### src/sv/xpe_pkg.sv
// ----------------------------------------------------------------------------
// xpe_pkg
// types, codes and pattern text for the xml prolog encoding detector
// ----------------------------------------------------------------------------
package xpe_pkg;

  typedef enum logic [2:0] {
    PH_WS    = 3'd0,
    PH_LT    = 3'd1,
    PH_KEY   = 3'd2,
    PH_QUOTE = 3'd3,
    PH_VALUE = 3'd4,
    PH_DONE  = 3'd5
  } phase_t;

  localparam logic [4:0] CODE_NOINFO = 5'd0;
  localparam logic [4:0] CODE_UTF8   = 5'd1;
  localparam logic [4:0] CODE_UNSUPP = 5'd20;

  localparam logic [1:0] FAM_NONE = 2'd0;
  localparam logic [1:0] FAM_UTF  = 2'd1;
  localparam logic [1:0] FAM_ISO  = 2'd2;
  localparam logic [1:0] FAM_WIN  = 2'd3;

  localparam logic [3:0] KEY_LEN = 4'd9;

  typedef struct packed {
    phase_t     phase;
    logic [3:0] idx;
    logic [1:0] fam;
  } scan_state_t;

  typedef struct packed {
    logic       valid;
    logic [4:0] code;
  } scan_result_t;

  function automatic logic [7:0] to_lower(input logic [7:0] b);
    to_lower = (b >= "A" && b <= "Z") ? b + 8'd32 : b;
  endfunction

  function automatic logic [7:0] key_char(input logic [3:0] i);
    case (i)
      4'd0:    key_char = "e";
      4'd1:    key_char = "n";
      4'd2:    key_char = "c";
      4'd3:    key_char = "o";
      4'd4:    key_char = "d";
      4'd5:    key_char = "i";
      4'd6:    key_char = "n";
      4'd7:    key_char = "g";
      4'd8:    key_char = "=";
      default: key_char = 8'h00;
    endcase
  endfunction

  function automatic logic [3:0] fam_len(input logic [1:0] f);
    case (f)
      FAM_UTF: fam_len = 4'd5;
      FAM_ISO: fam_len = 4'd9;
      FAM_WIN: fam_len = 4'd11;
      default: fam_len = 4'd0;
    endcase
  endfunction

  function automatic logic [7:0] fam_char(input logic [1:0] f, input logic [3:0] i);
    logic [87:0] txt;
    txt = 88'h0;
    case (f)
      FAM_UTF: txt = {"utf-8", 48'h0};
      FAM_ISO: txt = {"iso-8859-", 16'h0};
      FAM_WIN: txt = "windows-125";
      default: txt = 88'h0;
    endcase
    fam_char = (i < 4'd11) ? txt[8'd87 - {i, 3'b000} -: 8] : 8'h00;
  endfunction

endpackage

### src/sv/xpe_step.sv
// ----------------------------------------------------------------------------
// xpe_step
// next-state and result logic for one document byte
// ----------------------------------------------------------------------------
module xpe_step
  import xpe_pkg::*;
(
  input  scan_state_t  cur,
  input  logic [7:0]   data_byte,
  input  logic         last_byte,
  output scan_state_t  nxt,
  output scan_result_t res
);

  always_comb begin
    logic [7:0] lc;
    logic [3:0] m;
    logic [3:0] vidx;
    logic [1:0] vfam;
    logic       vrun;
    logic       have;
    logic [4:0] code;
    logic       do_val;

    lc     = to_lower(data_byte);
    nxt    = cur;
    have   = 1'b0;
    code   = CODE_NOINFO;
    do_val = 1'b0;
    vrun   = 1'b0;
    vidx   = cur.idx;
    vfam   = cur.fam;
    m      = (cur.idx > 4'd8) ? 4'd0 : cur.idx;

    case (cur.phase)
      PH_WS: begin
        if (data_byte == " " || data_byte == 8'h0a || data_byte == 8'h0d ||
            data_byte == 8'h09) begin
          nxt.phase = PH_WS;
        end else if (data_byte == "<") begin
          nxt.phase = PH_LT;
        end else begin
          have = 1'b1;
          code = CODE_NOINFO;
        end
      end
      PH_LT: begin
        if (data_byte == "?") begin
          nxt.phase = PH_KEY;
          nxt.idx   = 4'd0;
        end else begin
          have = 1'b1;
          code = CODE_NOINFO;
        end
      end
      PH_KEY: begin
        nxt.idx = m;
        if (m == 4'd0) begin
          if (data_byte == "e") begin
            nxt.idx = 4'd1;
          end else if (data_byte == ">") begin
            have = 1'b1;
            code = CODE_UTF8;
          end
        end else if (lc == key_char(m)) begin
          if (m + 4'd1 == KEY_LEN) begin
            nxt.phase = PH_QUOTE;
            nxt.idx   = 4'd0;
          end else begin
            nxt.idx = m + 4'd1;
          end
        end else if (data_byte == ">") begin
          have = 1'b1;
          code = CODE_UTF8;
        end else begin
          nxt.idx = (data_byte == "e") ? 4'd1 : 4'd0;
        end
      end
      PH_QUOTE: begin
        nxt.phase = PH_VALUE;
        nxt.idx   = 4'd0;
        nxt.fam   = FAM_NONE;
        vidx      = 4'd0;
        vfam      = FAM_NONE;
        do_val    = (data_byte != 8'h22 && data_byte != 8'h27);
      end
      PH_VALUE: begin
        do_val = 1'b1;
      end
      default: begin
        nxt.phase = cur.phase;
      end
    endcase

    // value matcher
    if (do_val) begin
      vrun = 1'b0;
      if (vidx == 4'd0) begin
        vrun = 1'b1;
        nxt.idx = 4'd1;
        if (lc == "u") begin
          nxt.fam = FAM_UTF;
        end else if (lc == "i") begin
          nxt.fam = FAM_ISO;
        end else if (lc == "w") begin
          nxt.fam = FAM_WIN;
        end else begin
          vrun = 1'b0;
          nxt.idx = vidx;
        end
        if (!vrun) begin
          have = 1'b1;
          code = CODE_UNSUPP;
        end
      end else if (vfam == FAM_NONE || vidx > fam_len(vfam)) begin
        have = 1'b1;
        code = CODE_UNSUPP;
      end else if (vidx < fam_len(vfam)) begin
        if (lc != fam_char(vfam, vidx)) begin
          have = 1'b1;
          code = CODE_UNSUPP;
        end else begin
          nxt.idx = vidx + 4'd1;
          if (vfam == FAM_UTF && vidx + 4'd1 == fam_len(FAM_UTF)) begin
            have = 1'b1;
            code = CODE_UTF8;
          end
        end
      end else if (vfam == FAM_ISO) begin
        have = 1'b1;
        code = (data_byte >= "1" && data_byte <= "9") ?
               5'(data_byte - 8'h2f) : CODE_UNSUPP;
      end else begin
        have = 1'b1;
        code = (data_byte >= "0" && data_byte <= "8") ?
               5'(data_byte - 8'h25) : CODE_UNSUPP;
      end
    end

    // end of document before a decision
    if (!have && last_byte) begin
      case (nxt.phase)
        PH_WS, PH_LT: begin
          have = 1'b1;
          code = CODE_NOINFO;
        end
        PH_KEY: begin
          have = 1'b1;
          code = CODE_UTF8;
        end
        PH_QUOTE, PH_VALUE: begin
          have = 1'b1;
          code = CODE_UNSUPP;
        end
        default: begin
          have = 1'b0;
        end
      endcase
    end

    if (have) begin
      nxt.phase = PH_DONE;
    end
    if (last_byte) begin
      nxt.phase = PH_WS;
      nxt.idx   = 4'd0;
      nxt.fam   = FAM_NONE;
    end

    res.valid = have;
    res.code  = code;
  end

endmodule

### src/sv/xml_prolog_encoding_detect_core.sv
// ----------------------------------------------------------------------------
// xml_prolog_encoding_detect_core
// detects the encoding named in an xml declaration, one byte per cycle while the result side keeps up
//
//   channel  direction  ports                                   handshake
//   in       input      in_data_byte[7:0], in_last_byte         in_valid / in_stall
//   out      output     out_encoding_code[4:0]                  out_valid / out_stall
//
// one byte is taken every cycle while the result side keeps up
// a request is held in the input register, then the result is registered
// out_stall backs up through the input register to in_stall
// reset returns the scanner to the leading whitespace phase with both stages empty
// ----------------------------------------------------------------------------
module xml_prolog_encoding_detect_core
  import xpe_pkg::*;
(
  input  logic       clk,
  input  logic       rst_n,
  input  logic       in_valid,
  output logic       in_stall,
  input  logic [7:0] in_data_byte,
  input  logic       in_last_byte,
  output logic       out_valid,
  input  logic       out_stall,
  output logic [4:0] out_encoding_code
);

  logic         s1_valid_r, s1_valid_nxt;
  logic [7:0]   s1_byte_r;
  logic         s1_last_r;
  scan_state_t  state_r, state_nxt;
  scan_result_t res;
  logic         out_valid_r, out_valid_nxt;
  logic [4:0]   out_code_r;
  logic         out_free;
  logic         fire;
  logic         in_take;

  xpe_step u_step (
    .cur       (state_r),
    .data_byte (s1_byte_r),
    .last_byte (s1_last_r),
    .nxt       (state_nxt),
    .res       (res)
  );

  assign out_free = !out_valid_r || !out_stall;
  assign fire     = s1_valid_r && out_free;
  assign in_stall = s1_valid_r && !out_free;
  assign in_take  = in_valid && !in_stall;

  assign s1_valid_nxt  = in_take || (s1_valid_r && !fire);
  assign out_valid_nxt = (fire && res.valid) || (out_valid_r && out_stall);

  always_ff @(posedge clk) begin
    if (!rst_n) begin
      s1_valid_r  <= 1'b0;
      out_valid_r <= 1'b0;
      state_r     <= '{phase: PH_WS, idx: 4'd0, fam: FAM_NONE};
    end else begin
      s1_valid_r  <= s1_valid_nxt;
      out_valid_r <= out_valid_nxt;
      if (fire) begin
        state_r <= state_nxt;
      end
    end
  end

  always_ff @(posedge clk) begin
    if (in_take) begin
      s1_byte_r <= in_data_byte;
      s1_last_r <= in_last_byte;
    end
    if (fire && res.valid) begin
      out_code_r <= res.code;
    end
  end

  assign out_valid         = out_valid_r;
  assign out_encoding_code = out_code_r;

`ifndef ASSERT_OFF
  a_stall_cause: assert property (@(posedge clk) disable iff (!rst_n)
    in_stall |-> (out_valid && out_stall))
    else $error("input stalled without a blocked result");

  a_code_range: assert property (@(posedge clk) disable iff (!rst_n)
    out_valid |-> (out_encoding_code <= CODE_UNSUPP))
    else $error("encoding code out of range");

  a_done_after_result: assert property (@(posedge clk) disable iff (!rst_n)
    (fire && res.valid && !s1_last_r) |=> (state_r.phase == PH_DONE))
    else $error("scanner not parked after result");

  a_last_resets: assert property (@(posedge clk) disable iff (!rst_n)
    (fire && s1_last_r) |=> (state_r.phase == PH_WS && state_r.idx == 4'd0))
    else $error("scanner not rearmed after last byte");
`endif

endmodule
### config.mk
export PLATFORM = sky130hd
export DESIGN_NAME = xml_prolog_encoding_detect_core
export DESIGN_NICKNAME = d
export VERILOG_FILES = /design/src/sv/xpe_pkg.sv /design/src/sv/xpe_step.sv /design/src/sv/xml_prolog_encoding_detect_core.sv
export SDC_FILE = /design/constraint.sdc
export NUM_CORES = 1
export LEC_CHECK = 0
export ABC_AREA = 1
export BUFFER_PORTS_ARGS = -buffer_cell sky130_fd_sc_hd__buf_2
export CAP_MARGIN = 20
export CORE_UTILIZATION = 50
export CTS_BUF_LIST = sky130_fd_sc_hd__clkbuf_8
export DETAILED_ROUTE_END_ITERATION = 8
export PLACE_DENSITY = 0.75
export SLEW_MARGIN = 40
export SYNTH_ARGS = -nofsm -noshare
export SYNTH_HDL_FRONTEND = slang
export SYNTH_SLANG_ARGS = --single-unit
### constraint.sdc
create_clock -name clk -period 5.2 [get_ports clk]
set_input_delay 1.56 -clock clk [delete_from_list [all_inputs] [get_ports clk]]
set_output_delay 1.56 -clock clk [all_outputs]
set_load 0.02 [all_outputs]
==> flow_metrics.tcl, run 1 <==
set metrics [dict create \
    die-height_um 82.83 \
    grt_use_total_pct 27.92 \
    timing.fmax_mhz 252.7 \
    critical_path.max_fanout 17 \
    hold_buffers 0 \
    overflow 0 \
    r2r_setup_slack_ns 1.24 \
    drive_gt1_share_pct 9.874 \
    root_buffer "clkbuf_8" \
    p_switching_mw 0.1405 \
    grt_pass1_wl_um 15620 \
    peakVddDrop_uv 94.89 \
    min_period_over_period_pct 76.10 \
    wl_per_cell_um 15.19 \
    arrival_ns 3.93 \
    start_util_pct 51.74 \
    pwr-share-seq_pct 51.8 \
    period_minus_slack_ns 3.957 \
    antenna_cells 0 \
    vias_per_cell 5.675 \
    setup_ws_ns 1.243 \
    place.gp.congestion 0.9925 \
    num_io_pins 20 \
    ys_ff_latch 25 \
    clkLatencyLatePin_ns 0.27 \
    hold_viol 0 \
    crit_type "reg -> reg" \
    grt_pass1_vias 3296 \
    fin_tns_setup_ns 0 \
    min_path_type "reg -> reg" \
    cts_tree "yes" \
    drc_errors 0 \
    cts_setup_buffers 0 \
    syn2layout_area_growth_pct 5.860 \
    rsz0062_at_grt "no" \
    leakage_nw 1.647 \
    num_rows 29 \
    finClkSkew_ns 0.008573 \
    antenna_found_initial 0 \
    drv_slew 0 \
    pwr-share-clk_pct 27.3 \
    avgSynthCellArea_sq_um 6.039 \
    dr.pass1.iters 4 \
    netlist_instances 541 \
    synth_edf_count 14 \
    power_density_nw_per_um2 127.8 \
    max-clock-path-buffers 2 \
    dp_hpwl_um 7685 \
    core_sq_um 6314 \
    cp.required_ns 5.18 \
    fin_nets 596 \
    cts_max_level 1 \
    preCtsSetupSlack_ns 1.337 \
    worst_setup_path_end_kind "flop" \
    die_width_um 82.83 \
    io_buffers 19 \
    async_flop_share_pct 0 \
    routed_wl_um 9628 \
    tightest_slew_ns 0.6212 \
    cts_buffers 3 \
    ys_types 42 \
    clk_pin_slew_ns 0.10 \
    die-area_sq_um 6861 \
    routed-via-count 3598 \
    drt_iter0_drc 197 \
    seq_area_frac_synth_pct 19.61 \
    ant_nets 0 \
    switching_share_pct 31.78 \
    ctsResizeCount 0 \
    slew_headroom_pct 58.43 \
    setup_viol 0 \
    grt_max_degree 18 \
    syn_area_sq_um 3267 \
    whs_ns 0.5273 \
    synth_warnings 0 \
    synth_nets 579 \
    intPower_mw 0.3015 \
    outcome "completed" \
    start_kind "flop" \
    combPwrFrac_pct 20.9 \
    synth_top_flop_cell "edfxtp_1" \
    max_cap_viol_count 0 \
    clock_sinks 25 \
]
area by class of cell:
| cell class | count | area (sq um) |
|---|---|---|
| clock buffers | 3 | 41.29 |
| clock inverters | 1 | 6.256 |
| fillers | 676 | 2855 |
| inverters | 78 | 292.8 |
| multi-input cells | 431 | 2286 |
| flip-flops and latches | 25 | 640.6 |
| well taps | 77 | 96.34 |
| repair buffers | 19 | 95.09 |
routing by layer:
layer / part of all wire [%] / wire [um] / global-route usage, % / vias to the layer above
li1: - / - / - / 1831
met1: 46 / 4394 / 37.66 / 1626
met2: 47 / 4486 / 47.69 / 119
met3: 5.1 / 495 / 1.789 / 22
met4: 2.6 / 250 / 8.777 / 0
met5: 0 / 0 / 0 / -
sequential cells by signal (all words and copies together) (netlist names):
name / flops
s1_valid_r: 1
s1_last_r: 1
out_valid: 1
s1_byte_r: 8
state_r: 9
out_encoding_code: 5
path summary, 6_finish.rpt:
path,startpoint,endpoint,cells past startpoint
worst min-delay path,out_valid$_SDFF_PN0_,out_valid$_SDFF_PN0_,2
worst min register to register,out_valid$_SDFF_PN0_,out_valid$_SDFF_PN0_,2
worst max register to register,state_r[8]$_SDFFE_PN0P_,out_encoding_code[0]$_DFFE_PP_,20
worst max-delay path,state_r[8]$_SDFFE_PN0P_,out_encoding_code[0]$_DFFE_PP_,20
layout by cell type (no fill, tap or decap), types with 2 or more instances in the layout:
master | Yosys | final
a21oi_1 | 23 | 23
a31oi_1 | 2 | 2
buf_2 | 2 | 19
clkbuf_8 | 0 | 3
clkinv_1 | 3 | 3
dfxtp_1 | 11 | 11
edfxtp_1 | 14 | 14
ha_1 | 25 | 25
inv_1 | 69 | 69
inv_2 | 6 | 6
nand2_1 | 152 | 152
nand2_2 | 8 | 8
nand2_4 | 4 | 4
nand3_1 | 88 | 88
nand3_2 | 3 | 3
nand3b_1 | 2 | 2
nand4_1 | 6 | 6
nor2_1 | 48 | 48
nor2_2 | 6 | 6
nor3_1 | 8 | 8
nor4_1 | 2 | 2
o2111ai_1 | 2 | 2
o211ai_1 | 8 | 8
o21a_1 | 2 | 2
o21ai_0 | 17 | 17
o21ai_1 | 5 | 5
o21bai_1 | 2 | 2
xor2_1 | 6 | 6
worst max-delay path, cell delays in order (launching register included):
cell	delay, ns
dfxtp_1	0.46
inv_2	0.11
nand3_4	0.21
inv_1	0.14
nor2_1	0.22
inv_1	0.12
ha_1	0.59
clkinv_1	0.38
nand2_1	0.18
nand3_1	0.08
a21oi_1	0.22
nand2_1	0.07
nand2_1	0.06
nand2_1	0.05
nand2_1	0.08
nor2_2	0.05
nand3_1	0.09
nand2_1	0.11
o211ai_1	0.13
nand2_1	0.10
inv_1	0.19
synthesized netlist by cell type, types with 8 or more instances:
library cell,instances,area (sq um)
a21oi_1,23,115.1
dfxtp_1,11,220.2
edfxtp_1,14,420.4
ha_1,25,312.8
inv_1,69,259.0
nand2_1,152,570.6
nand2_2,8,50.05
nand3_1,88,440.4
nor2_1,48,180.2
nor3_1,8,40.04
o211ai_1,8,60.06
o21ai_0,17,85.08
power groups by stage:
stage	logic [mW]	clock network (mW)	registers, mW
floorplan	0.0671	0	0.230
global placement	0.0897	0	0.233
detailed placement	0.0902	0	0.233
CTS	0.0907	0.124	0.229
global route	0.104	0.129	0.230
finish	0.0922	0.121	0.229
stage by stage:
| stage | total power, mW | instance area, sq um | util, % | cells |
|---|---|---|---|---|
| 2_1_floorplan | 0.2970 | 3267 | - | 541 |
| 3_3_place_gp | 0.3229 | 3411 | 54.02 | 630 |
| 6_report | 0.4420 | 3458 | 54.78 | 634 |
| 4_1_cts | 0.4433 | 3458 | 54.78 | 634 |
| 5_1_grt | 0.4631 | 3458 | 54.78 | 634 |
| 3_5_place_dp | 0.3237 | 3411 | 54.02 | 630 |
cell families after synthesis:
family,after synthesis,synth area share [%]
AND/OR/NAND/NOR,331,46.11
buffers and inverters,85,10.42
AO/OA/AOI/OAI,69,12.68
adder cells (fa/ha/maj),25,9.575
flip-flops,25,19.61
XOR/XNOR,6,1.609
(Power assumes the default switching activity.)
==> inputs of run 2 (changes only) <==
==> constraint.sdc (replaced) <==
create_clock -name clk -period 3.9 [get_ports clk]
set_input_delay 1.17 -clock clk [delete_from_list [all_inputs] [get_ports clk]]
set_output_delay 1.17 -clock clk [all_outputs]
set_load 0.02 [all_outputs]
==> run 2 against run 1 <==
  * Die area is the same
  * Wire length grew 0.18%
  * Flip-flop and latch count is the same
  * Clock power grew 36%
  * Power grew 34%
  * Combinational power grew 37%
  * Largest cell class unchanged
  * Highest routed layer unchanged
==> flow_metrics.tcl, run 2 (synthesized netlist as in run 1, its figures left out) <==
set metrics [dict create \
    routed-via-count 3643 \
    leakage_nw 1.683 \
    min_to "out_valid$_SDFF_PN0_" \
    tightest_slew_ns 0.6378 \
    critical_path.max_fanout 6 \
    mostFrequentLayoutCells "152 x nand2_1, 88 x nand3_1, 69 x inv_1, 48 x nor2_1, 25 x ha_1" \
    clock_sinks 25 \
    min_path_cells 2 \
    r2r-start "state_r[8]$_SDFFE_PN0P_" \
    vias_per_cell 5.683 \
    outcome "completed" \
    dr.pass1.iters 5 \
    cts_tree "yes" \
    setup_viol 0 \
    start_kind "flop" \
    grt_pass1_vias 3440 \
    timing.fmax_mhz 286.6 \
    worst_path_max_delay_cell "dfxtp_1" \
    cp.required_ns 3.93 \
    num_io_pins 20 \
    regToRegEndpoint "out_encoding_code[1]$_DFFE_PP_" \
    fin_tns_setup_ns 0 \
    largest_register_ffs 9 \
    r2r_cells 21 \
    max_cap_viol_count 0 \
    place.gp.congestion 0.9920 \
    fin_util_pct 55.61 \
    overflow 0 \
    antenna_cells 0 \
    hold_buffers 0 \
    stdcell_area_sq_um 3511 \
    ant_nets 0 \
    drive_gt1_share_pct 10.99 \
    peakVddDrop_uv 194.3 \
    cp.depth 21 \
    drv_slew 0 \
    grt_pass1_wl_um 16240 \
    placed_area_sq_um 3463 \
    die-area_sq_um 6861 \
    worst-path-buf-inv 5 \
    die-height_um 82.83 \
    fillers 666 \
    holdCritStartpoint "out_valid$_SDFF_PN0_" \
    finClkSkew_ns 0.003139 \
    rsz0062_at_grt "no" \
    routed_wl_um 9645 \
    min_path_type "reg -> reg" \
    syn2layout_area_growth_pct 7.468 \
    hold_viol 0 \
    arrival_ns 3.52 \
    worst_setup_path_end_kind "flop" \
    slew_headroom_pct 57.09 \
    max-clock-path-buffers 2 \
    clk_pin_slew_ns 0.10 \
    cts_max_level 1 \
    whs_ns 0.5311 \
    layout_commonest_cell "nand2_1" \
    grt_max_degree 16 \
    period_minus_slack_ns 3.490 \
    ctsResizeCount 0 \
    crit_type "reg -> reg" \
    start_util_pct 51.74 \
    root_buffer "clkbuf_8" \
    cts_setup_buffers 0 \
    fin_nets 603 \
    place_inst 637 \
    fin_cells 641 \
    min_period_over_period_pct 89.48 \
    top_regs "state_r x9, s1_byte_r x8, out_encoding_code x5" \
    io_buffers 19 \
    crit_chain "inv_2 -> nand3_4 -> inv_1 -> nor2_1 -> inv_1 -> ha_1 -> inv_1 -> ha_1 -> nor2_1 -> a21oi_1 -> nand2_1 -> a21oi_2 -> nand2_1 -> nand3_1 -> nand3_1 -> nor2_2 -> nand3_1 -> nand2_1 -> o211ai_1 -> nand2_1 -> inv_1" \
    drt_iter0_drc 168 \
    num_rows 29 \
    power_density_nw_per_um2 168.7 \
    cpLargestDelayFamily "simple AND/OR/NAND/NOR gates" \
    clkLatencyLatePin_ns 0.27 \
    slowest_delay_ns 0.45 \
    wl_per_cell_um 15.05 \
    drc_errors 0 \
    grt_use_total_pct 28.99 \
    core_sq_um 6314 \
    cts_buffers 3 \
    antenna_found_initial 0 \
    r2r_setup_slack_ns 0.41 \
    top_register "state_r" \
    dp_hpwl_um 7885 \
    die_width_um 82.83 \
]
==> run 2: worst reg2reg max path, stage by stage (launching register included) <==
cell and delay, ns:
dfxtp_1 0.45, inv_2 0.11, nand3_4 0.09, inv_1 0.10, nor2_1 0.24, inv_1 0.15
ha_1 0.28, inv_1 0.12, ha_1 0.18, nor2_1 0.08, a21oi_1 0.12, nand2_1 0.08
a21oi_2 0.24, nand2_1 0.08, nand3_1 0.07, nand3_1 0.10, nor2_2 0.20, nand3_1 0.10
nand2_1 0.14, o211ai_1 0.13, nand2_1 0.10, inv_1 0.10
==> run 2: layer usage <==
layer / track usage, % / vias to the layer above / wire length (um)
li1: - / 1838 / -
met1: 38.93 / 1626 / 4237
met4: 11.13 / 0 / 280
met2: 46.50 / 151 / 4428
met3: 4.871 / 28 / 698
met5: 0 / - / 0
==> run 2: worst max-delay path by stage <==
stage                                           to                     from  slack (ns)
finish              out_encoding_code[1]$_DFFE_PP_  state_r[8]$_SDFFE_PN0P_        0.41
global route        out_encoding_code[3]$_DFFE_PP_  state_r[8]$_SDFFE_PN0P_        0.04
CTS                 out_encoding_code[1]$_DFFE_PP_  state_r[8]$_SDFFE_PN0P_        0.45
detailed placement  out_encoding_code[1]$_DFFE_PP_  state_r[8]$_SDFFE_PN0P_        0.46
global placement    out_encoding_code[4]$_DFFE_PP_  state_r[8]$_SDFFE_PN0P_        0.54
floorplan           out_encoding_code[0]$_DFFE_PP_  state_r[8]$_SDFFE_PN0P_        0.75
==> run 2: cell type report <==
cell class	instances	area, sq um	share of cell area, %
Multi-Input combinational cell	431	2286	65.11
Clock inverter	1	6.256	0.1782
Sequential cell	25	640.6	18.25
Clock buffer	3	41.29	1.176
Inverter	78	292.8	8.339
Tap cell	77	96.34	2.744
Timing Repair Buffer	26	147.6	4.205
==> run 2: stage by stage <==
step	worst slack [ns]	total power [mW]
after CTS	0.4459	0.5952
after detailed placement	0.4595	0.4327
final	0.4103	0.5922
after global placement	0.5431	0.4321
after global routing	0.03865	0.6292
after floorplan	0.7464	0.3960
==> run 2: power breakdown <==
group	leakage, nW	total (mW)	internal (mW)	switching (mW)
combinational	1.43	0.126	0.0407	0.0850
sequential	0.226	0.302	0.290	0.0128
clock	0.0260	0.164	0.0730	0.0910
